<file path="config.mk">
export PLATFORM = sky130hd
export DESIGN_NAME = integer_to_midi_note_encoder
export DESIGN_NICKNAME = d
export VERILOG_FILES = /design/src/rtl/core/imne_pkg.sv /design/src/rtl/core/integer_to_midi_note_encoder.sv /design/src/rtl/core/imne_front.sv /design/src/rtl/core/imne_mod.sv /design/src/rtl/core/imne_ser.sv
export SDC_FILE = /design/constraint.sdc
export NUM_CORES = 2
export LEC_CHECK = 0
export BUFFER_PORTS_ARGS = -buffer_cell sky130_fd_sc_hd__buf_2
export CAP_MARGIN = 20
export CELL_PAD_IN_SITES_DETAIL_PLACEMENT = 1
export CELL_PAD_IN_SITES_GLOBAL_PLACEMENT = 1
export CORE_MARGIN = 5
export CORE_UTILIZATION = 30
export CTS_BUF_LIST = sky130_fd_sc_hd__clkbuf_16
export CTS_CLUSTER_SIZE = 14
export DETAILED_ROUTE_END_ITERATION = 7
export HOLD_SLACK_MARGIN = 0.05
export PLACE_DENSITY = 0.53
export SYNTH_ARGS = -nofsm -noshare
export SYNTH_HDL_FRONTEND = slang
export SYNTH_HIERARCHICAL = 1
export SYNTH_SLANG_ARGS = --single-unit
</file>
<file path="constraint.sdc">
create_clock -name clk -period 37.6 [get_ports clk]
set_input_delay 3.76 -clock clk [delete_from_list [all_inputs] [get_ports clk]]
set_output_delay 3.76 -clock clk [all_outputs]
set_load 0.01 [all_outputs]
</file>
<file path="src/rtl/core/imne_pkg.sv">
package imne_pkg;

	// register indexes on the configuration port
	localparam logic [2:0] REG_PITCH_MOD = 3'd0;
	localparam logic [2:0] REG_PITCH_OFF = 3'd1;
	localparam logic [2:0] REG_DUR_MOD   = 3'd2;
	localparam logic [2:0] REG_DUR_OFF   = 3'd3;
	localparam logic [2:0] REG_VEL_ON    = 3'd4;
	localparam logic [2:0] REG_VEL_OFF   = 3'd5;

	// reset values and fallbacks
	localparam logic [7:0] PITCH_MOD_DEF = 8'd88;
	localparam logic [7:0] PITCH_OFF_DEF = 8'd20;
	localparam logic [2:0] DUR_MOD_DEF   = 3'd1;
	localparam logic [2:0] DUR_OFF_DEF   = 3'd0;
	localparam logic [7:0] VEL_DEF       = 8'd80;
	localparam logic [7:0] PITCH_SPAN    = 8'd128;
	localparam logic [2:0] DUR_SPAN      = 3'd5;

	// event bytes
	localparam logic [7:0] DELTA_ZERO = 8'h00;
	localparam logic [7:0] STATUS_ON  = 8'd156;
	localparam logic [7:0] STATUS_OFF = 8'd140;
	localparam logic [11:0] BASE_TICKS = 12'd120;

	// magnitude limit (nine decimal digits) and reciprocal of ten
	localparam logic [30:0] MAG_LIMIT = 31'd1_000_000_000;
	localparam logic [31:0] RECIP_TEN = 32'hCCCC_CCCD;
	localparam int          RECIP_SHIFT = 35;

	// effective configuration, after out-of-range replacement
	typedef struct packed {
		logic [7:0] pmod;
		logic [7:0] poff;
		logic [2:0] dmod;
		logic [2:0] doff;
		logic [7:0] von;
		logic [7:0] voff;
	} cfg_t;

	// front end -> modulo pipeline
	typedef struct packed {
		logic        neg;
		logic        ge;
		logic [30:0] mag;
		logic [27:0] quo;
	} front_t;

	// modulo pipeline -> formatter
	typedef struct packed {
		logic       neg;
		logic [6:0] rp;
		logic [2:0] rd;
	} res_t;

	// one formatted note
	typedef struct packed {
		logic [7:0] pitch;
		logic [7:0] von;
		logic [7:0] voff;
		logic       two;
		logic [7:0] dhi;
		logic [7:0] dlo;
	} note_t;

	// eight restoring steps of a remainder, one input bit each
	function automatic logic [7:0] mod_chunk(input logic [7:0] r_in, input logic [7:0] bits,
			input logic [7:0] m);
		logic [8:0] t;
		logic [7:0] r;
		r = r_in;
		for (int i = 7; i >= 0; i--) begin
			t = {r, bits[i]};
			if (t >= {1'b0, m}) begin
				t = t - {1'b0, m};
			end
			r = t[7:0];
		end
		return r;
	endfunction

endpackage

</file>
<file path="src/rtl/core/integer_to_midi_note_encoder.sv">
// Path: an accepted input beat is registered in front stages 1 and 2, the modulo stages
// and stage 7, then loaded into the serializer, which drives the first byte on m_tdata.
// Each note is 8 or 9 one-byte output beats; up to 7 items queue in the stages.
// Input beats are taken every cycle while the pipeline has room.
// Reset (arst_n low, asynchronous) empties the pipeline and restores the registers to
// 88, 20, 1, 0, 80, 80.
module integer_to_midi_note_encoder (
	input  logic        clk,
	input  logic        arst_n,
	input  logic        s_tvalid,
	output logic        s_tready,
	input  logic [31:0] s_tdata,   // [30:0] seq_value, [31] zero fill
	output logic        m_tvalid,
	input  logic        m_tready,
	output logic [7:0]  m_tdata,   // [7:0] midi_byte
	output logic        m_tlast,   // last_byte
	input  logic        cfg_we,
	input  logic [2:0]  cfg_index,
	input  logic [7:0]  cfg_data
);
	import imne_pkg::*;

	logic [7:0] pmod_q, poff_q, von_q, voff_q;
	logic [2:0] dmod_q, doff_q;
	cfg_t       cfg;
	logic [8:0] psum;
	logic [3:0] dsum;
	logic       f_valid, f_ready, m_valid, m_ready;
	front_t     f_data;
	res_t       r_data;

	// configuration registers
	always_ff @(posedge clk or negedge arst_n) begin
		if (!arst_n) begin
			pmod_q <= PITCH_MOD_DEF;
			poff_q <= PITCH_OFF_DEF;
			dmod_q <= DUR_MOD_DEF;
			doff_q <= DUR_OFF_DEF;
			von_q  <= VEL_DEF;
			voff_q <= VEL_DEF;
		end else if (cfg_we) begin
			case (cfg_index)
				REG_PITCH_MOD: pmod_q <= cfg_data;
				REG_PITCH_OFF: poff_q <= cfg_data;
				REG_DUR_MOD:   dmod_q <= cfg_data[2:0];
				REG_DUR_OFF:   doff_q <= cfg_data[2:0];
				REG_VEL_ON:    von_q  <= cfg_data;
				REG_VEL_OFF:   voff_q <= cfg_data;
				default:       ;
			endcase
		end
	end

	// effective values, out-of-range fields replaced
	always_comb begin
		cfg.pmod = (pmod_q == 8'd0 || pmod_q > PITCH_SPAN) ? PITCH_MOD_DEF : pmod_q;
		psum     = {1'b0, poff_q} + {1'b0, cfg.pmod};
		cfg.poff = (psum > {1'b0, PITCH_SPAN}) ? ((PITCH_SPAN - cfg.pmod) >> 1) : poff_q;
		cfg.dmod = (dmod_q == 3'd0 || dmod_q > DUR_SPAN) ? DUR_MOD_DEF : dmod_q;
		dsum     = {1'b0, doff_q} + {1'b0, cfg.dmod};
		cfg.doff = (dsum > {1'b0, DUR_SPAN}) ? DUR_OFF_DEF : doff_q;
		cfg.von  = (von_q == 8'd0 || von_q[7]) ? VEL_DEF : von_q;
		cfg.voff = (voff_q == 8'd0 || voff_q[7]) ? VEL_DEF : voff_q;
	end

	imne_front u_front (
		.clk      (clk),
		.arst_n   (arst_n),
		.in_valid (s_tvalid),
		.in_ready (s_tready),
		.in_value (s_tdata[30:0]),
		.out_valid(f_valid),
		.out_ready(f_ready),
		.out_data (f_data)
	);

	imne_mod u_mod (
		.clk      (clk),
		.arst_n   (arst_n),
		.cfg      (cfg),
		.in_valid (f_valid),
		.in_ready (f_ready),
		.in_data  (f_data),
		.out_valid(m_valid),
		.out_ready(m_ready),
		.out_data (r_data)
	);

	imne_ser u_ser (
		.clk      (clk),
		.arst_n   (arst_n),
		.cfg      (cfg),
		.in_valid (m_valid),
		.in_ready (m_ready),
		.in_data  (r_data),
		.out_valid(m_tvalid),
		.out_ready(m_tready),
		.out_byte (m_tdata),
		.out_last (m_tlast)
	);

endmodule

</file>
<file path="src/rtl/core/imne_front.sv">
module imne_front (
	input  logic            clk,
	input  logic            arst_n,
	input  logic            in_valid,
	output logic            in_ready,
	input  logic [30:0]     in_value,
	output logic            out_valid,
	input  logic            out_ready,
	output imne_pkg::front_t out_data
);
	import imne_pkg::*;

	logic        v_s1, v_s2;
	logic        rdy_s1, rdy_s2;
	logic        neg_s1;
	logic        ge_s1;
	logic [30:0] mag_s1;
	logic [62:0] prod;
	front_t      d_s2;
	logic [30:0] mag_in;

	assign rdy_s2   = !v_s2 || out_ready;
	assign rdy_s1   = !v_s1 || rdy_s2;
	assign in_ready = rdy_s1;

	// magnitude of the 31-bit two's complement value
	assign mag_in = in_value[30] ? (~in_value + 31'd1) : in_value;

	// stage 1: sign, magnitude and digit-count check
	always_ff @(posedge clk or negedge arst_n) begin
		if (!arst_n) begin
			v_s1 <= 1'b0;
		end else if (rdy_s1) begin
			v_s1 <= in_valid;
		end
	end

	always_ff @(posedge clk) begin
		if (rdy_s1) begin
			neg_s1 <= in_value[30];
			mag_s1 <= mag_in;
			ge_s1  <= (mag_in >= MAG_LIMIT);
		end
	end

	// stage 2: magnitude divided by ten through the reciprocal
	assign prod = 63'(mag_s1) * 63'(RECIP_TEN);

	always_ff @(posedge clk or negedge arst_n) begin
		if (!arst_n) begin
			v_s2 <= 1'b0;
		end else if (rdy_s2) begin
			v_s2 <= v_s1;
		end
	end

	always_ff @(posedge clk) begin
		if (rdy_s2) begin
			d_s2.neg <= neg_s1;
			d_s2.ge  <= ge_s1;
			d_s2.mag <= mag_s1;
			d_s2.quo <= prod[RECIP_SHIFT +: 28];
		end
	end

	assign out_valid = v_s2;
	assign out_data  = d_s2;

endmodule

</file>
<file path="src/rtl/core/imne_mod.sv">
module imne_mod (
	input  logic             clk,
	input  logic             arst_n,
	input  imne_pkg::cfg_t   cfg,
	input  logic             in_valid,
	output logic             in_ready,
	input  imne_pkg::front_t in_data,
	output logic             out_valid,
	input  logic             out_ready,
	output imne_pkg::res_t   out_data
);
	import imne_pkg::*;

	localparam int NSTG = 4;

	logic        v_s   [NSTG];
	logic        rdy_s [NSTG];
	logic        neg_s [NSTG];
	logic [31:0] val_s [NSTG];
	logic [7:0]  rp_s  [NSTG];
	logic [7:0]  rd_s  [NSTG];
	logic [31:0] val_in;

	// trimmed magnitude: one division by ten at most
	assign val_in = in_data.ge ? {4'b0, in_data.quo} : {1'b0, in_data.mag};

	// ready chain, back to front
	always_comb begin
		for (int k = NSTG - 1; k >= 0; k--) begin
			if (k == NSTG - 1) begin
				rdy_s[k] = !v_s[k] || out_ready;
			end else begin
				rdy_s[k] = !v_s[k] || rdy_s[k + 1];
			end
		end
	end

	assign in_ready = rdy_s[0];

	// one byte of the magnitude per stage, both remainders side by side
	for (genvar k = 0; k < NSTG; k++) begin : g_stg
		logic        v_prev;
		logic        neg_prev;
		logic [31:0] val_prev;
		logic [7:0]  rp_prev, rd_prev;

		if (k == 0) begin : g_first
			assign v_prev   = in_valid;
			assign neg_prev = in_data.neg;
			assign val_prev = val_in;
			assign rp_prev  = 8'd0;
			assign rd_prev  = 8'd0;
		end else begin : g_next
			assign v_prev   = v_s[k - 1];
			assign neg_prev = neg_s[k - 1];
			assign val_prev = val_s[k - 1];
			assign rp_prev  = rp_s[k - 1];
			assign rd_prev  = rd_s[k - 1];
		end

		always_ff @(posedge clk or negedge arst_n) begin
			if (!arst_n) begin
				v_s[k] <= 1'b0;
			end else if (rdy_s[k]) begin
				v_s[k] <= v_prev;
			end
		end

		always_ff @(posedge clk) begin
			if (rdy_s[k]) begin
				neg_s[k] <= neg_prev;
				val_s[k] <= val_prev;
				rp_s[k]  <= mod_chunk(rp_prev, val_prev[31 - 8 * k -: 8], cfg.pmod);
				rd_s[k]  <= mod_chunk(rd_prev, val_prev[31 - 8 * k -: 8], {5'b0, cfg.dmod});
			end
		end
	end

	assign out_valid     = v_s[NSTG - 1];
	assign out_data.neg  = neg_s[NSTG - 1];
	assign out_data.rp   = rp_s[NSTG - 1][6:0];
	assign out_data.rd   = rd_s[NSTG - 1][2:0];

endmodule

</file>
<file path="src/rtl/core/imne_ser.sv">
module imne_ser (
	input  logic           clk,
	input  logic           arst_n,
	input  imne_pkg::cfg_t cfg,
	input  logic           in_valid,
	output logic           in_ready,
	input  imne_pkg::res_t in_data,
	output logic           out_valid,
	input  logic           out_ready,
	output logic [7:0]     out_byte,
	output logic           out_last
);
	import imne_pkg::*;

	// byte positions within one note
	localparam logic [3:0] POS_DELTA0   = 4'd0;
	localparam logic [3:0] POS_STAT_ON  = 4'd1;
	localparam logic [3:0] POS_PITCH_ON = 4'd2;
	localparam logic [3:0] POS_VEL_ON   = 4'd3;
	localparam logic [3:0] POS_DHI      = 4'd4;
	localparam logic [3:0] POS_DLO      = 4'd5;
	localparam logic [3:0] POS_STAT_OFF = 4'd6;
	localparam logic [3:0] POS_PITCH_OF = 4'd7;
	localparam logic [3:0] POS_VEL_OFF  = 4'd8;

	logic       v_s7, rdy_s7;
	note_t      note_s7, note_q;
	logic       busy_q;
	logic [3:0] idx_q;
	logic       take, at_end, load;
	logic [7:0] rp_fl;
	logic [2:0] rd_fl;
	logic [2:0] dexp;
	logic [11:0] ticks;
	note_t      note_d;

	// floored remainders, offsets and the delta time
	always_comb begin
		rp_fl = (in_data.neg && in_data.rp != 7'd0) ?
			(cfg.pmod - {1'b0, in_data.rp}) : {1'b0, in_data.rp};
		rd_fl = (in_data.neg && in_data.rd != 3'd0) ? (cfg.dmod - in_data.rd) : in_data.rd;
		dexp  = rd_fl + cfg.doff;
		ticks = BASE_TICKS << dexp;
		note_d.pitch = rp_fl + cfg.poff;
		note_d.von   = cfg.von;
		note_d.voff  = cfg.voff;
		note_d.two   = (ticks[11:7] != 5'd0);
		note_d.dhi   = {3'b100, ticks[11:7]};
		note_d.dlo   = {1'b0, ticks[6:0]};
	end

	// beat handshake of the byte serializer
	assign take   = busy_q && out_ready;
	assign at_end = (idx_q == POS_VEL_OFF);
	assign load   = v_s7 && (!busy_q || (take && at_end));
	assign rdy_s7 = !v_s7 || !busy_q || (take && at_end);
	assign in_ready = rdy_s7;

	// stage 7: formatted note
	always_ff @(posedge clk or negedge arst_n) begin
		if (!arst_n) begin
			v_s7 <= 1'b0;
		end else if (rdy_s7) begin
			v_s7 <= in_valid;
		end
	end

	always_ff @(posedge clk) begin
		if (rdy_s7) begin
			note_s7 <= note_d;
		end
	end

	// serializer: one byte per beat, one-byte deltas skip the high byte
	always_ff @(posedge clk or negedge arst_n) begin
		if (!arst_n) begin
			busy_q <= 1'b0;
			idx_q  <= POS_DELTA0;
		end else if (load) begin
			busy_q <= 1'b1;
			idx_q  <= POS_DELTA0;
		end else if (take) begin
			if (at_end) begin
				busy_q <= 1'b0;
			end else if (idx_q == POS_VEL_ON && !note_q.two) begin
				idx_q <= POS_DLO;
			end else begin
				idx_q <= idx_q + 4'd1;
			end
		end
	end

	always_ff @(posedge clk) begin
		if (load) begin
			note_q <= note_s7;
		end
	end

	// output byte select
	always_comb begin
		case (idx_q)
			POS_DELTA0:   out_byte = DELTA_ZERO;
			POS_STAT_ON:  out_byte = STATUS_ON;
			POS_PITCH_ON: out_byte = note_q.pitch;
			POS_VEL_ON:   out_byte = note_q.von;
			POS_DHI:      out_byte = note_q.dhi;
			POS_DLO:      out_byte = note_q.dlo;
			POS_STAT_OFF: out_byte = STATUS_OFF;
			POS_PITCH_OF: out_byte = note_q.pitch;
			POS_VEL_OFF:  out_byte = note_q.voff;
			default:      out_byte = DELTA_ZERO;
		endcase
	end

	assign out_valid = busy_q;
	assign out_last  = at_end;

endmodule
</file>
# --- After elaboration in Yosys (flattened, before gate mapping) ---
# Memory sizes are Yosys's and may differ from the RTL's.
# Index checks and enable logic that the tools add are counted.
totals:
  regBits: 218
  mem_bits_rw: 196
  output_inout_bits: 11
  elab_cells: 396
  n_memories: 4
op_classes:
  add_sub_neg: 73
  n_mul: 1
  magnitude_cmp: 69
  eq_ne: 14
  shift: 1
  n_mux: 152
  bitwise: 1
  reduce_logical: 47
mem_list:
  columns: ["name", "words", "width", "read_ports", "rd_clocked_by_memory_dff", "wr", "line_no", "source"]
  rows:
  - ["u_mod.val_s", 4, 32, 3, 0, 4, "imne_mod.sv:19", "logic [31:0] val_s [NSTG];"]
  - ["u_mod.rd_s", 4, 8, 4, 0, 4, "imne_mod.sv:21", "logic [7:0] rd_s [NSTG];"]
  - ["u_mod.rp_s", 4, 8, 4, 0, 4, "imne_mod.sv:20", "logic [7:0] rp_s [NSTG];"]
  - ["u_mod.neg_s", 4, 1, 4, 0, 4, "imne_mod.sv:18", "logic neg_s [NSTG];"]
ops:
  columns: ["cell", "n"]
  rows:
  - ["$mux 8", 131]
  - ["$ge 9x3->1", 31]
  - ["$ge 9x8->1", 31]
  - ["$sub 8x3->8", 31]
  - ["$sub 8x8->8", 31]
  - ["$mul 31x32->63 const B", 1]
  - ["$mux 31", 2]
  - ["$pmux 8 s7", 1]
  - ["$add 31x1->31 const B", 1]
  - ["$ge 31x30->1 const B", 1]
  - ["$not 31->31", 1]
  - ["$logic_not 8->1", 3]
  - ["$eq 4x3->1 const B", 4]
  - ["$mux 4", 4]
  - ["$reduce_and 2->1", 8]
  - ["$logic_or 1x1->1", 13]
  - ["$shl 7x3->12 const A", 1]
  - ["$mux 1", 11]
  - ["$add 8x8->9", 1]
  - ["$gt 9x8->1 const B", 1]
  - ["$logic_not 1->1", 9]
  - ["$mux 3", 3]
  - ["$add 8x8->8", 1]
  - ["$eq 4x2->1 const B", 2]
  - ["other kinds (26)", 35]

# --- Depth between registers and ports, before layout ---
logic_depth:
  ltp_word: 29
  ltp_mapped: 110
  ltp_nobuf: 103

# --- Cells and area by module ---
# Netlist, hierarchy kept.
modules_own_cells:
  columns: ["module", "n_inst", "cells_per_inst", "area_each_um2", "seq_area_each_um2"]
  rows:
  - ["imne_mod", 1, 3117, 25532.0, 3403.3]
  - ["imne_front", 1, 1416, 15337.2, 2872.8]
  - ["imne_ser", 1, 284, 3641.0, 2192.1]
  - ["integer_to_midi_note_encoder", 1, 247, 2587.5, 963.4]

# --- Least setup slack after synthesis ---
# No wires, ideal clock.
synth_timing:
  kind: "register to register"
  start: "register pmod_q[7]"
  end: "memory u_mod.rp_s[3][1], data pin"
  setup_ns: 0.260
  t_arrival_ns: 22.145
  required_time_ns: 37.340
  slack_ns: 15.195
  path_stages_with_launch: 108
  synth_period_minus_slack_ns: 22.405
  cell_sequence: "dfrtp_1 nand2b_1 inv_1 inv_1 ha_1 nor2b_1 o21ai_0 a21boi_0 o21ai_0 a21boi_0 o21a_1 o21ai_0 nor2b_1 clkbuf_1 mux2_2 inv_1 ha_1 nor2b_1 (+72 left out) a21o_1 a21o_1 a21o_1 a21oi_1 o21ai_0 a21oi_1 nand2_1 buf_1 a21oi_1 ha_1 a21oi_1 o21ai_0 a21o_1 a21oi_1 o21ai_0 a21o_1 a211oi_1 mux2_2"
synth_rtl:
  columns: ["element", "line_no", "source"]
  rows:
  - ["from (decl)", "integer_to_midi_note_encoder.sv:23", "logic [7:0] pmod_q, poff_q, von_q, voff_q;"]
  - ["from (signal assigned)", "integer_to_midi_note_encoder.sv:43", "REG_PITCH_MOD: pmod_q <= cfg_data;"]
  - ["to (decl)", "imne_mod.sv:20", null]

==> impl_metrics.yaml <==
timing:
  setup_skew_ps: 48.5
  timing.slew.headroom: 0.331
  final-max-slew-violation-count: 0
  timing.hold.ws_ps: 414
  timing.final.setup_violations: 0
  max_slew.worst_pin.slew_ps: 988
  finalWorstPathRequiredPeriod_ps: 23170
  fin_tns_setup_ps: 0
  final_hold_viol_count: 0
  finalCritPeriodShare: 0.616
  maxClockFrequency_mhz: 43.2
  grt_setup_unrepaired: "no"
yosys:
  yosys_register_bits: 322
  synth_warnings: 6
  ys_async_sr_fraction: 0.155
  synth-seq-area-share: 0.200
  synth_cells: 5064
  synth_enable_flop_cells: 272
  postSynthAreaPerCell_um2: 9.30
  syn-cell-area_um2: 47100
  ys.flop_type: "sky130_fd_sc_hd__edfxtp_1"
  yosysUniqueCellTypes: 123
worst_hold_path:
  whs_path_depth: 0
  whs_endpoint: "u_ser/note_q[34]$_DFFE_PP_"
  type_of_the_tightest_min_delay_check: "reg2reg"
  hold_path.startpoint: "u_ser/note_s7[34]$_DFFE_PP_"
global_routing:
  vias_in_the_first_global_route: 39100
  grt_pass1_wl_um: 221000
  grt_max_degree: 63
  grt_overflow: 0
  grtUsageTotal: 0.167
  antenna_found_initial: 4
floorplan:
  io_pins: 59
  number_of_rows_in_the_core_area: 145
  die_area_um2: 165000
  floorplan.die.height_um: 406
  core_um2: 156000
  fp.dieW_um: 406
  initial_utilization: 0.302
place:
  portBuffers: 57
  dpl.cell_count: 7151
  dpl.hpwl_um: 113000
  routabilityCongestion: 0.802
clock_tree:
  register_clock_pin_slew_on_the_reported_worst_setup_and_hold_paths_ps: 60
  clk_root_buffer_cell: "sky130_fd_sc_hd__clkbuf_16"
  cts_sinks: 322
  numCtsBuffers: 44
  post-cts-setup-buffer-count: 0
  tritoncts: "yes"
  insertion_delay_ps: 640
  cts_repair_resize_count: 0
  cts-hold-fix-buffers: 0
  cts.path.max_buffers: 3
  htree_num_levels: 2
critical_path:
  path_common_cell: "sky130_fd_sc_hd__o21ai_0"
  setup.worst_path.start_class: "register"
  r2r_setup_slack_ps: 14430
  cpMaxStageDelayCell: "sky130_fd_sc_hd__nor2b_1"
  cp-end-kind: "register"
  timing.rr.end: "u_mod/rp_s[3][1]$_DFFE_PP_"
  cpPeakStageDelay_ps: 770
  timing.setup.critical_path_class: "reg2reg"
  ff2ff_path_depth: 102
  worst-endpoint-arrival_ps: 23520
  worst-path-max-fanout: 14
  reg2reg_from: "pmod_q[7]$_DFFE_PN0P_"
  worst-endpoint-required_ps: 37950
drt:
  route.detailed.vias_per_inst: 5.06
  vias: 36600
  ant_nets: 0
  first_pass_iters: 4
  detail_route.drc_violations: 0
  route.detailed.wl_per_inst_um: 18.9
  wl_um: 137000
  drt_first_iter_violations: 1379
layout:
  post_route_cells_drive_above_1_share: 0.0946
  stdcell_count: 7236
  fillerInstances: 18100
  design.final.nets: 6166
  syn2layout_area_growth_pct: 9.48
flow_run:
  cap_violations: 0
outcome:
  outcome: "complete, no violations"
==> cell type report <==
type,count,area (um2),share of cell area
multi-input cells,4055,35100,0.680
flip-flops and latches,322,9430,0.183
well taps,2058,2570,0.0499
inverters,607,2280,0.0442
clock buffers,44,1100,0.0214
repair buffers,111,721,0.0140
clock inverters,38,385,0.00747
diodes,1,2.50,0.0000485
==> how the worst max path moves through the flow <==
stage | from | end | slack, ps | depth (start not counted)
floorplan | pmod_q[7]$_DFFE_PN0P_ | u_mod/rp_s[3][1]$_DFFE_PP_ | 15200 | 107
global placement | pmod_q[7]$_DFFE_PN0P_ | u_mod/rp_s[3][5]$_DFFE_PP_ | 14270 | 101
detailed placement | pmod_q[7]$_DFFE_PN0P_ | u_mod/rp_s[2][2]$_DFFE_PP_ | 14400 | 102
CTS | pmod_q[7]$_DFFE_PN0P_ | u_mod/rp_s[2][2]$_DFFE_PP_ | 14230 | 102
global route | pmod_q[7]$_DFFE_PN0P_ | u_mod/rp_s[2][2]$_DFFE_PP_ | 12180 | 102
finish | pmod_q[7]$_DFFE_PN0P_ | u_mod/rp_s[3][1]$_DFFE_PP_ | 14430 | 102
==> through the flow <==
step / setup WS [ps] / util / area (um2)
2_1_floorplan: 15200 / - / 47100
3_3_place_gp: 14270 / 0.320 / 50000
3_5_place_dp: 14400 / 0.320 / 50000
4_1_cts: 14230 / 0.330 / 51500
5_1_grt: 12180 / 0.330 / 51600
6_report: 14430 / 0.330 / 51600
==> kinds of logic (layout without fill, tap and decap cells) <==
kind of cell,after synthesis,count (layout),share of synthesized area
AO/OA/AOI/OAI,1221,1221,0.170
AND/OR/NAND/NOR,1217,1217,0.136
adder cells (fa/ha/maj),977,977,0.307
buffers and inverters,690,800,0.0564
XOR/XNOR,353,353,0.0659
flip-flops,322,322,0.200
multiplexers,282,282,0.0652
other,2,6,0.000159
==> routing by layer <==
metal,vias to the layer above,share of wire,GRT usage
met5,-,0,0
met1,18000,0.49,0.228
met2,241,0.49,0.295
met4,0,0.011,0.0213
li1,18300,-,-
met3,80,0.015,0.0121
==> synth_stat cells, drive strengths merged (26+ instances only) <==
cell type  instances  area [um2]
xnor2            240        2100
a21o             141        1060
nand2            292        1100
a31oi             35         225
ha               681        8520
nand2b            88         551
a211oi            50         385
o21ai            309        1560
edfxtp           272        8170
nand4             57         372
o21bai            26         195
and3              41         257
o31ai             28         248
mux2             185        2090
nor2             244         918
inv              607        2280
nor3              81         463
a21boi            27         203
nand3            115         581
or2               33         211
and2              34         213
clkbuf            61         239
fa               296        5930
dfrtp             40        1000
a21oi            340        1710
nor2b            103         644
xor2             112         981
mux2i             97         978
o211ai            29         223
==> flip-flops by register name (all words and copies together) (netlist names), 27 cells and up <==
signal	flops
u_mod/rp_s	31
u_front/mag_s1	31
u_ser/note_s7	34
u_front/out_data	61
u_ser/note_q	34
u_mod/rd_s	27
u_mod/val_s	48
==> worst max-delay path: cells and delay by family, from the launching register on <==
family | cells | cell delay (ps)
fa+ha+maj | 8 | 2570
buf+inv | 11 | 2210
mux | 3 | 1170
compound gates | 62 | 12620
simple gates | 18 | 3790
flops | 1 | 500
==> cell usage in the layout (no fill, tap or decap), types with 27 or more instances in the layout <==
master,n
sky130_fd_sc_hd__ha_1,681
sky130_fd_sc_hd__inv_1,605
sky130_fd_sc_hd__a21oi_1,338
sky130_fd_sc_hd__o21ai_0,300
sky130_fd_sc_hd__fa_1,296
sky130_fd_sc_hd__nand2_1,292
sky130_fd_sc_hd__edfxtp_1,272
sky130_fd_sc_hd__nor2_1,243
sky130_fd_sc_hd__xnor2_1,240
sky130_fd_sc_hd__mux2_2,178
sky130_fd_sc_hd__a21o_1,140
sky130_fd_sc_hd__nand3_1,112
sky130_fd_sc_hd__xor2_1,112
sky130_fd_sc_hd__nor2b_1,101
sky130_fd_sc_hd__mux2i_1,95
sky130_fd_sc_hd__nand2b_1,87
sky130_fd_sc_hd__nor3_1,72
sky130_fd_sc_hd__buf_2,58
sky130_fd_sc_hd__nand4_1,56
sky130_fd_sc_hd__buf_4,51
sky130_fd_sc_hd__a211oi_1,48
sky130_fd_sc_hd__clkbuf_16,44
sky130_fd_sc_hd__and3_1,41
sky130_fd_sc_hd__dfrtp_1,40
sky130_fd_sc_hd__and2_1,34
sky130_fd_sc_hd__a31oi_1,34
sky130_fd_sc_hd__or2_2,31
sky130_fd_sc_hd__o211ai_1,28
sky130_fd_sc_hd__a21boi_0,27
Power is left out: the tool's default activity adds up to more than one toggle a clock period on the data nets, which glitch-free logic cannot reach.
